`src/hw/rtl/ffpc_pkg.sv`:
```
// Shared types, widths and constants of the flat-field pixel calibration unit.
package ffpc_pkg;

    // Field widths.
    localparam int PIX_W      = 16;
    localparam int GAIN_W     = 16;
    localparam int SATL_W     = 20;
    localparam int MINF_W     = 15;
    localparam int CAL_W      = 32;
    localparam int PROD_W     = PIX_W + GAIN_W;
    localparam int BADV_W     = 25;
    localparam int DIV_W      = 15;

    // Divider geometry: quotient width, bits retired per stage, stage count.
    localparam int Q_W        = 39;
    localparam int DIV_STEP   = 3;
    localparam int DIV_STAGES = Q_W / DIV_STEP;

    // Two front stages, the divider stages and the output stage.
    localparam int NUM_STAGES = DIV_STAGES + 3;
    localparam int DIV_FIRST  = 2;

    // Register file.
    localparam int ADDR_W     = 4;
    localparam int DATA_W     = 32;
    localparam logic [1:0] REG_GAIN      = 2'd0;
    localparam logic [1:0] REG_SAT_LEVEL = 2'd1;
    localparam logic [1:0] REG_MIN_FLAT  = 2'd2;

    localparam logic [GAIN_W-1:0] GAIN_RESET     = 16'd4096;
    localparam logic [SATL_W-1:0] SAT_LEVEL_RESET = 20'd60000;
    localparam logic [MINF_W-1:0] MIN_FLAT_RESET = 15'd819;

    // Output limits.
    localparam logic signed [CAL_W-1:0] CAL_MAX = 32'sh7FFF_FFFF;
    localparam logic signed [CAL_W-1:0] CAL_MIN = 32'sh8000_0000;

    // Configuration seen by the datapath.
    typedef struct packed {
        logic [GAIN_W-1:0] gain;
        logic [SATL_W-1:0] sat_level;
        logic [MINF_W-1:0] min_flat;
    } t_cfg;

    // Per-pixel flags and the bad-pixel value that ride alongside the divider.
    typedef struct packed {
        logic              neg;
        logic              bad;
        logic              zflat;
        logic              mzero;
        logic              sat;
        logic [BADV_W-1:0] bad_val;
    } t_side;

endpackage

```
`src/hw/rtl/ffpc_regs.sv`:
```
// APB register file holding gain, saturation level and minimum flat value.
module ffpc_regs (
    input  logic                         i_clk,
    input  logic                         i_rst_n,
    input  logic                         psel,
    input  logic                         penable,
    input  logic                         pwrite,
    input  logic [ffpc_pkg::ADDR_W-1:0]  paddr,
    input  logic [ffpc_pkg::DATA_W-1:0]  pwdata,
    output logic [ffpc_pkg::DATA_W-1:0]  prdata,
    output logic                         pready,
    output ffpc_pkg::t_cfg               o_cfg
);

    logic [ffpc_pkg::GAIN_W-1:0] r_gain;
    logic [ffpc_pkg::SATL_W-1:0] r_sat_level;
    logic [ffpc_pkg::MINF_W-1:0] r_min_flat;
    logic                        w_wr;
    logic [1:0]                  w_idx;

    assign pready = 1'b1;
    assign w_wr   = psel && penable && pwrite;
    assign w_idx  = paddr[3:2];

    // Register writes in the access phase; unmapped addresses are ignored.
    always_ff @(posedge i_clk) begin
        if (!i_rst_n) begin
            r_gain      <= ffpc_pkg::GAIN_RESET;
            r_sat_level <= ffpc_pkg::SAT_LEVEL_RESET;
            r_min_flat  <= ffpc_pkg::MIN_FLAT_RESET;
        end else if (w_wr) begin
            unique case (w_idx)
                ffpc_pkg::REG_GAIN:      r_gain      <= pwdata[ffpc_pkg::GAIN_W-1:0];
                ffpc_pkg::REG_SAT_LEVEL: r_sat_level <= pwdata[ffpc_pkg::SATL_W-1:0];
                ffpc_pkg::REG_MIN_FLAT:  r_min_flat  <= pwdata[ffpc_pkg::MINF_W-1:0];
                default: begin
                end
            endcase
        end
    end

    // Read-back mux.
    always_comb begin
        unique case (w_idx)
            ffpc_pkg::REG_GAIN:      prdata = 32'(r_gain);
            ffpc_pkg::REG_SAT_LEVEL: prdata = 32'(r_sat_level);
            ffpc_pkg::REG_MIN_FLAT:  prdata = 32'(r_min_flat);
            default:                 prdata = '0;
        endcase
    end

    assign o_cfg.gain      = r_gain;
    assign o_cfg.sat_level = r_sat_level;
    assign o_cfg.min_flat  = r_min_flat;

endmodule

```
`src/hw/rtl/ffpc_front.sv`:
```
// Front stages: gain products, bad-pixel test, saturation test and dividend.
module ffpc_front (
    input  logic                              i_clk,
    input  logic                              i_en_a,
    input  logic                              i_en_b,
    input  ffpc_pkg::t_cfg                    i_cfg,
    input  logic [ffpc_pkg::PIX_W-1:0]        i_raw_pixel,
    input  logic [ffpc_pkg::PIX_W-1:0]        i_dark_pixel,
    input  logic signed [ffpc_pkg::PIX_W-1:0] i_flat_pixel,
    input  logic                              i_mask_bad,
    output logic [ffpc_pkg::Q_W-1:0]          o_num,
    output logic [ffpc_pkg::DIV_W-1:0]        o_d,
    output ffpc_pkg::t_side                   o_side
);

    logic                               w_neg;
    logic [ffpc_pkg::PIX_W-1:0]         w_mag;
    logic                               w_bad;
    logic [ffpc_pkg::PROD_W:0]          w_round;

    logic [ffpc_pkg::PROD_W-1:0]        r_prod;
    logic [ffpc_pkg::PROD_W-1:0]        r_mg;
    logic [ffpc_pkg::DIV_W-1:0]         r_d;
    logic                               r_neg;
    logic                               r_bad;
    logic                               r_zflat;
    logic                               r_mzero;

    // Stage A: sign and size of the dark-subtracted count, bad-pixel decision.
    assign w_neg = i_raw_pixel < i_dark_pixel;
    assign w_mag = w_neg ? (i_dark_pixel - i_raw_pixel) : (i_raw_pixel - i_dark_pixel);
    assign w_bad = i_mask_bad || i_flat_pixel[ffpc_pkg::PIX_W-1]
                   || (i_flat_pixel[ffpc_pkg::DIV_W-1:0] < i_cfg.min_flat);

    always_ff @(posedge i_clk) begin
        if (i_en_a) begin
            r_prod  <= ffpc_pkg::PROD_W'(i_raw_pixel) * ffpc_pkg::PROD_W'(i_cfg.gain);
            r_mg    <= ffpc_pkg::PROD_W'(w_mag) * ffpc_pkg::PROD_W'(i_cfg.gain);
            r_d     <= i_flat_pixel[ffpc_pkg::DIV_W-1:0];
            r_neg   <= w_neg;
            r_bad   <= w_bad;
            r_zflat <= (i_flat_pixel == '0);
            r_mzero <= (w_mag == '0);
        end
    end

    // Stage B: saturation compare, rounded bad-pixel value, rounded dividend.
    assign w_round = (ffpc_pkg::PROD_W+1)'(r_prod) + (ffpc_pkg::PROD_W+1)'(128);

    always_ff @(posedge i_clk) begin
        if (i_en_b) begin
            o_side.sat     <= r_prod >= {i_cfg.sat_level, 12'd0};
            o_side.bad_val <= w_round[ffpc_pkg::PROD_W:8];
            o_side.neg     <= r_neg;
            o_side.bad     <= r_bad;
            o_side.zflat   <= r_zflat;
            o_side.mzero   <= r_mzero;
            o_num          <= {1'b0, r_mg, 6'd0} + ffpc_pkg::Q_W'(r_d >> 1);
            o_d            <= r_d;
        end
    end

endmodule

```
`src/hw/rtl/ffpc_div_stage.sv`:
```
// One divider stage: retires three quotient bits by restoring division.
module ffpc_div_stage (
    input  logic                        i_clk,
    input  logic                        i_en,
    input  logic [ffpc_pkg::DIV_W-1:0]  i_rem,
    input  logic [ffpc_pkg::Q_W-1:0]    i_num,
    input  logic [ffpc_pkg::DIV_W-1:0]  i_d,
    input  ffpc_pkg::t_side             i_side,
    output logic [ffpc_pkg::DIV_W-1:0]  o_rem,
    output logic [ffpc_pkg::Q_W-1:0]    o_num,
    output logic [ffpc_pkg::DIV_W-1:0]  o_d,
    output ffpc_pkg::t_side             o_side
);

    logic [ffpc_pkg::DIV_W-1:0] n_rem;
    logic [ffpc_pkg::Q_W-1:0]   n_num;

    // The dividend shifts out at the top while quotient bits shift in below.
    always_comb begin
        logic [ffpc_pkg::DIV_W:0] t;
        n_rem = i_rem;
        n_num = i_num;
        for (int k = 0; k < ffpc_pkg::DIV_STEP; k++) begin
            t     = {n_rem, n_num[ffpc_pkg::Q_W-1]};
            n_num = {n_num[ffpc_pkg::Q_W-2:0], 1'b0};
            if (t >= {1'b0, i_d}) begin
                t        = t - {1'b0, i_d};
                n_num[0] = 1'b1;
            end
            n_rem = t[ffpc_pkg::DIV_W-1:0];
        end
    end

    always_ff @(posedge i_clk) begin
        if (i_en) begin
            o_rem  <= n_rem;
            o_num  <= n_num;
            o_d    <= i_d;
            o_side <= i_side;
        end
    end

endmodule

```
`src/hw/rtl/ffpc_back.sv`:
```
// Output stage: sign, clamp and selection between corrected and bad-pixel values.
module ffpc_back (
    input  logic                               i_clk,
    input  logic                               i_en,
    input  logic [ffpc_pkg::Q_W-1:0]           i_q,
    input  ffpc_pkg::t_side                    i_side,
    output logic signed [ffpc_pkg::CAL_W-1:0]  o_calibrated,
    output logic                               o_saturated,
    output logic                               o_bad
);

    logic signed [ffpc_pkg::CAL_W-1:0] n_cal;
    logic                              w_big;

    // Quotients of 2^31 and above are clamped to the output limit for either sign.
    assign w_big = (i_q[ffpc_pkg::Q_W-1:ffpc_pkg::CAL_W-1] != '0);

    always_comb begin
        priority if (i_side.bad) begin
            n_cal = ffpc_pkg::CAL_W'(i_side.bad_val);
        end else if (i_side.zflat) begin
            if (i_side.mzero) begin
                n_cal = '0;
            end else begin
                n_cal = i_side.neg ? ffpc_pkg::CAL_MIN : ffpc_pkg::CAL_MAX;
            end
        end else if (w_big) begin
            n_cal = i_side.neg ? ffpc_pkg::CAL_MIN : ffpc_pkg::CAL_MAX;
        end else if (i_side.neg) begin
            n_cal = -$signed(i_q[ffpc_pkg::CAL_W-1:0]);
        end else begin
            n_cal = $signed(i_q[ffpc_pkg::CAL_W-1:0]);
        end
    end

    always_ff @(posedge i_clk) begin
        if (i_en) begin
            o_calibrated <= n_cal;
            o_saturated  <= i_side.sat;
            o_bad        <= i_side.bad;
        end
    end

endmodule

```
`src/hw/rtl/flat_field_pixel_calibration_unit.sv`:
```
// Top level of the flat-field pixel calibration unit.
//
// Pixels arrive on the input channel (i_valid / o_stall) as raw count, dark
// count, signed Q1.14 flat value and bad-pixel mask bit. Each pixel yields one
// beat on the output channel (o_valid / i_stall): the calibrated value in
// electrons with 4 fraction bits, a saturation flag and a bad-pixel flag.
// Gain, saturation level and minimum flat value sit in an APB register file
// at byte addresses 0, 4 and 8; write them only while the pipeline is empty.
//
// Throughput is one pixel per cycle unless the pipeline is full while the receiver
// stalls. An accepted input beat passes through two front stages for the gain
// products and tests, 13 divider stages retiring 3 quotient bits each, and the
// output register. Every stage has its own valid bit, so empty stages close up
// while the receiver stalls, and input beats keep entering until the pipeline is
// full; only then is o_stall raised. Reset empties the pipeline and loads the
// register defaults (gain 1.0, saturation level 60000, minimum flat 819).
module flat_field_pixel_calibration_unit (
    input  logic                               i_clk,
    input  logic                               i_rst_n,
    input  logic                               psel,
    input  logic                               penable,
    input  logic                               pwrite,
    input  logic [ffpc_pkg::ADDR_W-1:0]        paddr,
    input  logic [ffpc_pkg::DATA_W-1:0]        pwdata,
    output logic [ffpc_pkg::DATA_W-1:0]        prdata,
    output logic                               pready,
    input  logic                               i_valid,
    output logic                               o_stall,
    input  logic [ffpc_pkg::PIX_W-1:0]         i_raw_pixel,
    input  logic [ffpc_pkg::PIX_W-1:0]         i_dark_pixel,
    input  logic signed [ffpc_pkg::PIX_W-1:0]  i_flat_pixel,
    input  logic                               i_mask_bad,
    output logic                               o_valid,
    input  logic                               i_stall,
    output logic signed [ffpc_pkg::CAL_W-1:0]  o_calibrated,
    output logic                               o_saturated,
    output logic                               o_bad
);

    localparam int NS = ffpc_pkg::NUM_STAGES;
    localparam int ND = ffpc_pkg::DIV_STAGES;

    ffpc_pkg::t_cfg             w_cfg;
    logic [NS-1:0]              r_v;
    logic [NS-1:0]              w_load;

    logic [ffpc_pkg::DIV_W-1:0] w_rem  [0:ND];
    logic [ffpc_pkg::Q_W-1:0]   w_num  [0:ND];
    logic [ffpc_pkg::DIV_W-1:0] w_d    [0:ND];
    ffpc_pkg::t_side            w_side [0:ND];

    ffpc_regs u_regs (
        .i_clk   (i_clk),
        .i_rst_n (i_rst_n),
        .psel    (psel),
        .penable (penable),
        .pwrite  (pwrite),
        .paddr   (paddr),
        .pwdata  (pwdata),
        .prdata  (prdata),
        .pready  (pready),
        .o_cfg   (w_cfg)
    );

    // A stage may load when it or any later stage is empty, or the output drains.
    always_comb begin
        for (int s = 0; s < NS; s++) begin
            w_load[s] = !i_stall || ((~r_v >> s) != '0);
        end
    end

    assign o_stall = !w_load[0];
    assign o_valid = r_v[NS-1];

    // Valid bits move with their data.
    always_ff @(posedge i_clk) begin
        if (!i_rst_n) begin
            r_v <= '0;
        end else begin
            for (int s = 0; s < NS; s++) begin
                if (w_load[s]) begin
                    r_v[s] <= (s == 0) ? i_valid : r_v[(s == 0) ? 0 : s - 1];
                end
            end
        end
    end

    ffpc_front u_front (
        .i_clk        (i_clk),
        .i_en_a       (w_load[0]),
        .i_en_b       (w_load[1]),
        .i_cfg        (w_cfg),
        .i_raw_pixel  (i_raw_pixel),
        .i_dark_pixel (i_dark_pixel),
        .i_flat_pixel (i_flat_pixel),
        .i_mask_bad   (i_mask_bad),
        .o_num        (w_num[0]),
        .o_d          (w_d[0]),
        .o_side       (w_side[0])
    );

    assign w_rem[0] = '0;

    // Divider chain.
    for (genvar g = 0; g < ND; g++) begin : g_div
        ffpc_div_stage u_stage (
            .i_clk  (i_clk),
            .i_en   (w_load[ffpc_pkg::DIV_FIRST + g]),
            .i_rem  (w_rem[g]),
            .i_num  (w_num[g]),
            .i_d    (w_d[g]),
            .i_side (w_side[g]),
            .o_rem  (w_rem[g+1]),
            .o_num  (w_num[g+1]),
            .o_d    (w_d[g+1]),
            .o_side (w_side[g+1])
        );
    end

    ffpc_back u_back (
        .i_clk        (i_clk),
        .i_en         (w_load[NS-1]),
        .i_q          (w_num[ND]),
        .i_side       (w_side[ND]),
        .o_calibrated (o_calibrated),
        .o_saturated  (o_saturated),
        .o_bad        (o_bad)
    );

endmodule

```
`config.mk`:
```
export PLATFORM = sky130hd
export DESIGN_NAME = flat_field_pixel_calibration_unit
export DESIGN_NICKNAME = d
export VERILOG_FILES = /design/src/hw/rtl/ffpc_pkg.sv /design/src/hw/rtl/ffpc_regs.sv /design/src/hw/rtl/ffpc_front.sv /design/src/hw/rtl/ffpc_div_stage.sv /design/src/hw/rtl/ffpc_back.sv /design/src/hw/rtl/flat_field_pixel_calibration_unit.sv
export SDC_FILE = /design/constraint.sdc
export NUM_CORES = 2
export LEC_CHECK = 0
export ABC_CLOCK_PERIOD_IN_PS = 10600
export BUFFER_PORTS_ARGS = -buffer_cell sky130_fd_sc_hd__buf_2
export CAP_MARGIN = 30
export CORE_MARGIN = 5
export CORE_UTILIZATION = 28
export DETAILED_ROUTE_END_ITERATION = 16
export HOLD_SLACK_MARGIN = 0.02
export SLEW_MARGIN = 40
export SYNTH_ARGS = -nofsm -noshare
export SYNTH_HDL_FRONTEND = slang
export SYNTH_SLANG_ARGS = --single-unit
```
`constraint.sdc`:
```
create_clock -name i_clk -period 10.6 [get_ports i_clk]
set_clock_uncertainty 0.15 [all_clocks]
set_input_delay 1.06 -clock i_clk [delete_from_list [all_inputs] [get_ports i_clk]]
set_output_delay 1.06 -clock i_clk [all_outputs]
set_load 0.005 [all_outputs]
```
== Yosys cells after proc, flatten, opt, wreduce, memory -nomap -nowiden ==
Cells that the tools add are included.
W data, S select, Z words.

* Register bits: 1525
* Input port bits: 92

* Add/sub/neg operators: 43
* Multiply operators: 2
* Order comparisons: 42
* Equal/unequal tests: 2
* Multiplexer cells: 85
* Bitwise gates (word level): 1
* Reduce and logical (&&, ||, !) cells: 44

{| class="wikitable"
|+ Operators by type and width
! cell !! count
|-
| $ge A16 B15 Y1 || 38
|-
| $mux W15 || 38
|-
| $sub A15 B15 Y15 || 37
|-
| $reduce_bool A16 Y1 || 15
|-
| $mux W32 || 5
|-
| $mul A16 B16 Y32 || 2
|-
| $pmux W20 S3 || 1
|-
| $add A38 B14 Y39 || 1
|-
| $mux W1 || 39
|-
| $add A32 B8 Y33 const B || 1
|-
| $ge A32 B32 Y1 || 1
|-
| $logic_not A16 Y1 || 2
|-
| $neg A32 Y32 || 1
|-
| $sub A16 B16 Y16 || 2
|-
| $mux W25 || 1
|-
| $logic_or A1 B1 Y1 || 18
|-
| $lt A16 B16 Y1 || 1
|-
| $mux W16 || 1
|-
| $not A16 Y16 || 1
|-
| $ge A1 B15 Y1 || 1
|-
| $lt A15 B15 Y1 || 1
|-
| $sub A1 B15 Y15 || 1
|-
| $reduce_bool A8 Y1 || 1
|-
| $reduce_and A2 Y1 || 3
|-
| other kinds (5) || 7
|}

== Logic depth before layout (Yosys ltp) ==
* Depth in word-level cells: 6
* Mapped depth: 39

== Modules after synthesis ==
A second synthesis with hierarchy kept.

* Cells, all modules: 9149
* Area total of the unflattened synthesis: 103309.1 sq um

{| class="wikitable"
|+ Modules (own cells, without submodules)
! module !! times used !! cells an instance !! area each (sq um) !! seq. area each (sq um)
|-
| ffpc_div_stage at g_div[3].u_stage ... || 7 || 444 || 5564.1 || 2972.9
|-
| ffpc_div_stage at g_div[0].u_stage ... || 6 || 463 || 5569.1 || 2972.9
|-
| ffpc_front || 1 || 2599 || 25115.3 || 4834.6
|-
| ffpc_back || 1 || 293 || 2651.3 || 1021.0
|-
| ffpc_regs || 1 || 282 || 2434.8 || 1021.0
|-
| flat_field_pixel_calibration_unit || 1 || 89 || 744.5 || 320.3
|}

== Worst setup path after synthesis ==
Ideal clock, no wire load.

* Path kind: input to register
* Start: in i_raw_pixel[13] in the netlist's numbering
* End: reg u_front.r_mg[30] in the netlist's numbering (data pin)
* Arrival: 9.657 ns
* Required time: 10.192 ns
* Slack: 0.535 ns
* Stages: 35
* Path buffers: 5
* Cells stage by stage: clkbuf_1 > clkbuf_1 > inv_1 > ha_1 > clkbuf_1 > a21o_1 > a21o_1 > a21o_1 > a31oi_2 > buf_2 > mux2i_1 > xor2_1 > clkbuf_1 > nand2_1 > fa_1 > inv_1 > fa_1 > inv_1 > fa_1 > inv_1 > fa_1 > fa_1 > inv_1 > fa_1 > inv_1 > ha_1 > and3_1 > a41oi_1 > a2bb2oi_1 > o31a_1 > o31ai_1 > or4_1 > a31o_2 > a21oi_1 > xnor2_1

* Word-level cells in the longest chain between the ends: 3
* Elaborated cells on any way between the ends: 5

{| class="wikitable"
|+ RTL lines
! item !! line !! text
|-
| start, declared || flat_field_pixel_calibration_unit.sv:29 || <nowiki>input logic [ffpc_pkg::PIX_W-1:0] i_raw_pixel,</nowiki>
|-
| $lt A16 B16 Y1 || ffpc_front.sv:30 || <nowiki>assign w_neg = i_raw_pixel < i_dark_pixel;</nowiki>
|-
| via u_front.w_neg || ffpc_front.sv:16 || <nowiki>logic w_neg;</nowiki>
|-
| $mux W16 || ffpc_front.sv:31 || <nowiki>assign w_mag = w_neg ? (i_dark_pixel - i_raw_pixel) : (i_raw_pixel - i_dark_pixel);</nowiki>
|-
| $mul A16 B16 Y32 || ffpc_front.sv:38 || <nowiki>r_mg <= ffpc_pkg::PROD_W'(w_mag) * ffpc_pkg::PROD_W'(i_cfg.gain);</nowiki>
|-
| end signal, assigned || ffpc_front.sv:38 ||
|-
| end, declared || ffpc_front.sv:22 || <nowiki>logic [ffpc_pkg::PROD_W-1:0] r_mg;</nowiki>
|}

The timed path passes the listed nets, and every way through them passes these cells.
A chain may end at the register's enable or synchronous reset.

== Worst setup path after layout ==
* Start: reg g_div[0].u_stage.o_d[0] in the netlist's numbering
* End: reg g_div[1].u_stage.o_rem[10] in the netlist's numbering (data pin)

* Word-level cells in the longest chain between the ends: 6
* Elaborated cells on any way between the ends: 9

{| class="wikitable"
|+ RTL lines
! item !! line !! text
|-
| start, declared || ffpc_div_stage.sv:11 || <nowiki>output logic [ffpc_pkg::DIV_W-1:0] o_d,</nowiki>
|-
| start signal, assigned || ffpc_div_stage.sv:38 || <nowiki>o_d <= i_d;</nowiki>
|-
| $sub A15 B15 Y15 or $ge A16 B15 Y1 (tied branches) || ffpc_div_stage.sv:27, ffpc_div_stage.sv:26 ||
|-
| $mux W15 || ffpc_div_stage.sv:26 || <nowiki>if (t >= {1'b0, i_d}) begin</nowiki>
|-
| $sub A15 B15 Y15 or $ge A16 B15 Y1 (tied branches) || ffpc_div_stage.sv:27, ffpc_div_stage.sv:26 ||
|-
| $mux W15 || ffpc_div_stage.sv:26 ||
|-
| $sub A15 B15 Y15 or $ge A16 B15 Y1 (tied branches) || ffpc_div_stage.sv:27, ffpc_div_stage.sv:26 ||
|-
| $mux W15 * || ffpc_div_stage.sv:26 ||
|-
| via g_div[1].u_stage.n_rem, one bit || ffpc_div_stage.sv:15 || <nowiki>logic [ffpc_pkg::DIV_W-1:0] n_rem;</nowiki>
|-
| end signal, assigned || ffpc_div_stage.sv:36 || <nowiki>o_rem <= n_rem;</nowiki>
|-
| end, declared || ffpc_div_stage.sv:9 || <nowiki>output logic [ffpc_pkg::DIV_W-1:0] o_rem,</nowiki>
|}

Mark *: on every way through the listed nets, which the timed path passes. The rest lies on a longest branch.

==> run metrics <==
die height ~600 um; Post-CTS Hold Buffers 0; count of buffers from port buffering 133; Fmax achieved slightly above 100 MHz; Final Max Tran Viols 0; clock sinks approximately 1500; Synth cell types 89; number of synthesized flops with an enable pin 1383; r2r startpoint g_div[0].u_stage.o_d[0]; global-route wire length before repair roughly 370000 um; Yosys Warn Count 0; WP depth 32; synthesized area 97900 um^2; sequential-to-total area share from yosys stat about 44%; dpl cells 13500; CTS-repair resized insts 0; Synth area leaders edfxtp_1 (42%), ha_1 (11%), fa_1 (8.8%); DRT Pass-1 Iters 5; area of the core between 300000 and 400000 um^2; H-tree depth 4; crit path time final slightly below 10000 ps; Sequential Area approximately 43000 um^2; CTS tree done; Synth Register Bits 1450; worst flop-to-flop path endpoint g_div[1].u_stage.o_rem[10]; most frequent cells in the layout edfxtp_1 (1383), inv_1 (943), ha_1 (855), nand2_1 (791), a21oi_1 (493); largest net degree at the start of global routing 83; critical path type reg2reg; P per Cell Area 351 nW/um^2; Final setup viols 0; CP Data Required Time around 11000 ps; Starting DRT DRC Count 4135; dominant synthesized flop cell edfxtp_1; synth-to-layout area growth 11.8%; final cell count without fillers ~14000; syn avg cell area 11.0 um^2; CTS max path bufs 4; HPWL Detailed roughly 180000 um; initial antenna violation count 16; clock insertion delay at the later pin of the skew report 800 ps; Tightest Hold Check Type reg2reg; Multi-input gate area 50600 um^2; GRT Total Usage around an eighth; worst hold slack about 220 ps; cell mode on critical path o21ai_0; RSZ-0062 raised after global routing false; DRC 0; Setup crit end g_div[1].u_stage.o_rem[10]; final hold vios 0; post-synth top area cell edfxtp_1; Least-Margin Pin Slew 854 ps; Post-DRT Antenna Nets 0; Worst Path Max Fanout 22; CP Capture Type register; leading cell type in the layout, fill and taps excluded edfxtp_1; die area between 300000 and 400000 um^2; Reg2Reg Depth 32; Critical path origin g_div[0].u_stage.o_d[0]; hold depth 0; Post-Route WL 230000 um; Final Power 38.4 mW; vias in the first global route 64400; global route overflow 0; share of the synthesized area in the top cell type 42.4%; Ports 161; slowest CP cell or4_4; root buffer cell clkbuf_16; WP buf/inv 3; critical path startpoint category register; TritonCTS buffer count 159; Reg2Reg Setup Slack 860 ps; Via Count 65100; asr flop ratio synth 0%; Fill cells between 30000 and 40000; Setup WS pre-CTS -19.0 ps; Final WS setup around 860 ps; Setup Fix Bufs, Post-CTS 0; max-cap violations 0; Final Wtd Congestion between 0.8 and 0.9; clk slew on worst S/H paths around 60 ps; Worst EP arrival 10090 ps; Die W 601 um; Relative slew margins 43.0%; cell row count between 200 and 250; Initial Util 28.0%; maximum vdd drop about 0.39 mV; Synth Instances 8900; Crit path largest cell delay 730 ps; fin crit share 91.9%; setup_tns 0 ps; Final Net Count 10500; DR vias/cell 4.71; drt wl/cell 16.7 um; Pleak about 47 nW; crit-path leading delay family compound AO/OA/AOI/OAI gates; status finished, final reports clean; layout cell share with drive strength beyond 1 9.08%
## layer usage
metal  GRT usage [%]  vias to the layer above  share of wire [%]
met3            1.71                      341                4.5
met4            3.71                        2                3.0
li1                -                    32100                  -
met5               0                        -             0.0056
met1            16.7                    31300                 46
met2            21.0                     1297                 47
## how the worst min path moves through the flow
stage	start	endpoint	slack, ps
floorplan	u_front.o_num[7]	g_div[0].u_stage.o_num[10]	250
global route	g_div[11].u_stage.o_num[22]	g_div[12].u_stage.o_num[25]	240
global placement	u_front.r_d[5]	u_front.o_d[5]	250
finish	g_div[11].u_stage.o_num[22]	g_div[12].u_stage.o_num[25]	220
detailed placement	u_front.o_num[32]	g_div[0].u_stage.o_num[35]	250
CTS	g_div[11].u_stage.o_num[22]	g_div[12].u_stage.o_num[25]	210
## power by group
part | switching, mW | internal [mW]
Combinational | 12.9 | 11.2
Clock | 2.22 | 3.02
Sequential | 0.596 | 8.50
## stage by stage
stage                     utilization [%]  instance area (um^2)
after floorplan                         -                 97900
after global placement               29.9                104000
after detailed placement             29.9                104000
after CTS                            31.3                109000
after global routing                 31.4                109000
final                                31.4                109000
## worst reg2reg max path: cells and delay by family, from the launching register on
| kind | cells | cell delay [ps] |
|---|---|---|
| compound gates | 17 | 4480 |
| fa+ha+maj | 4 | 1330 |
| buf+inv | 3 | 470 |
| flops | 1 | 480 |
| mux | 1 | 400 |
| simple gates | 7 | 2140 |
## flip-flops by register name (all words and copies together) (netlist names), 15 cells and up
signal and flops:
u_back.o_calibrated 32, g_div.u_stage.o_d 180, u_front.o_num 33, u_regs.r_min_flat 15
u_front.r_prod 32, u_regs.r_gain 16, u_front.r_d 15, g_div.u_stage.o_rem 180
u_regs.r_sat_level 20, g_div.u_stage.o_side 390, u_front.o_side 30, r_v 16
g_div.u_stage.o_num 438, u_front.o_d 15, u_front.r_mg 32
## cell type report
cell class,instances,share of cell area [%]
clock buffer,182,3.73
timing repair buffer,255,1.50
inverter,953,3.29
multi-input combinational,6274,46.3
tap,4599,5.26
sequential,1450,39.2
clock inverter,95,0.747
antenna,4,0.00915
## synth_stat cells, types with 14 or more instances
cell type,n
or3_1,39
nor4_1,52
a21boi_0,68
mux2_2,249
xor2_1,158
fa_1,428
or2_2,25
nor2_1,459
and2_1,220
a21o_1,196
buf_2,14
a31oi_1,42
nor2b_1,116
clkbuf_1,194
nand3_1,133
o31a_1,31
o41ai_1,21
a21oi_1,493
o21a_1,117
nand3b_1,20
o221ai_1,21
o22a_1,28
nand4_1,91
nand2_1,797
inv_1,951
nand2b_1,69
mux2i_1,110
xnor2_1,355
edfxtp_1,1383
nor3_1,166
o211ai_1,55
o22ai_1,29
o31ai_1,37
and3_1,48
o21bai_1,65
a211o_1,22
ha_1,855
a31o_2,25
a211oi_1,43
o21ai_0,389
dfxtp_1,67
## logic make-up after synthesis
logic type	Yosys count	share of synthesized area, %
muxes	359	3.99
and+or+nand+nor	2288	11.2
buffers and inverters	1187	4.63
adders and majority gates	1283	19.7
xor gates and xnor gates	513	4.59
DFF	1450	43.8
other	2	0.00767
AOI/OAI and AO/OA	1818	12.1
No activity file was read; power rests on OpenSTA's default activity.
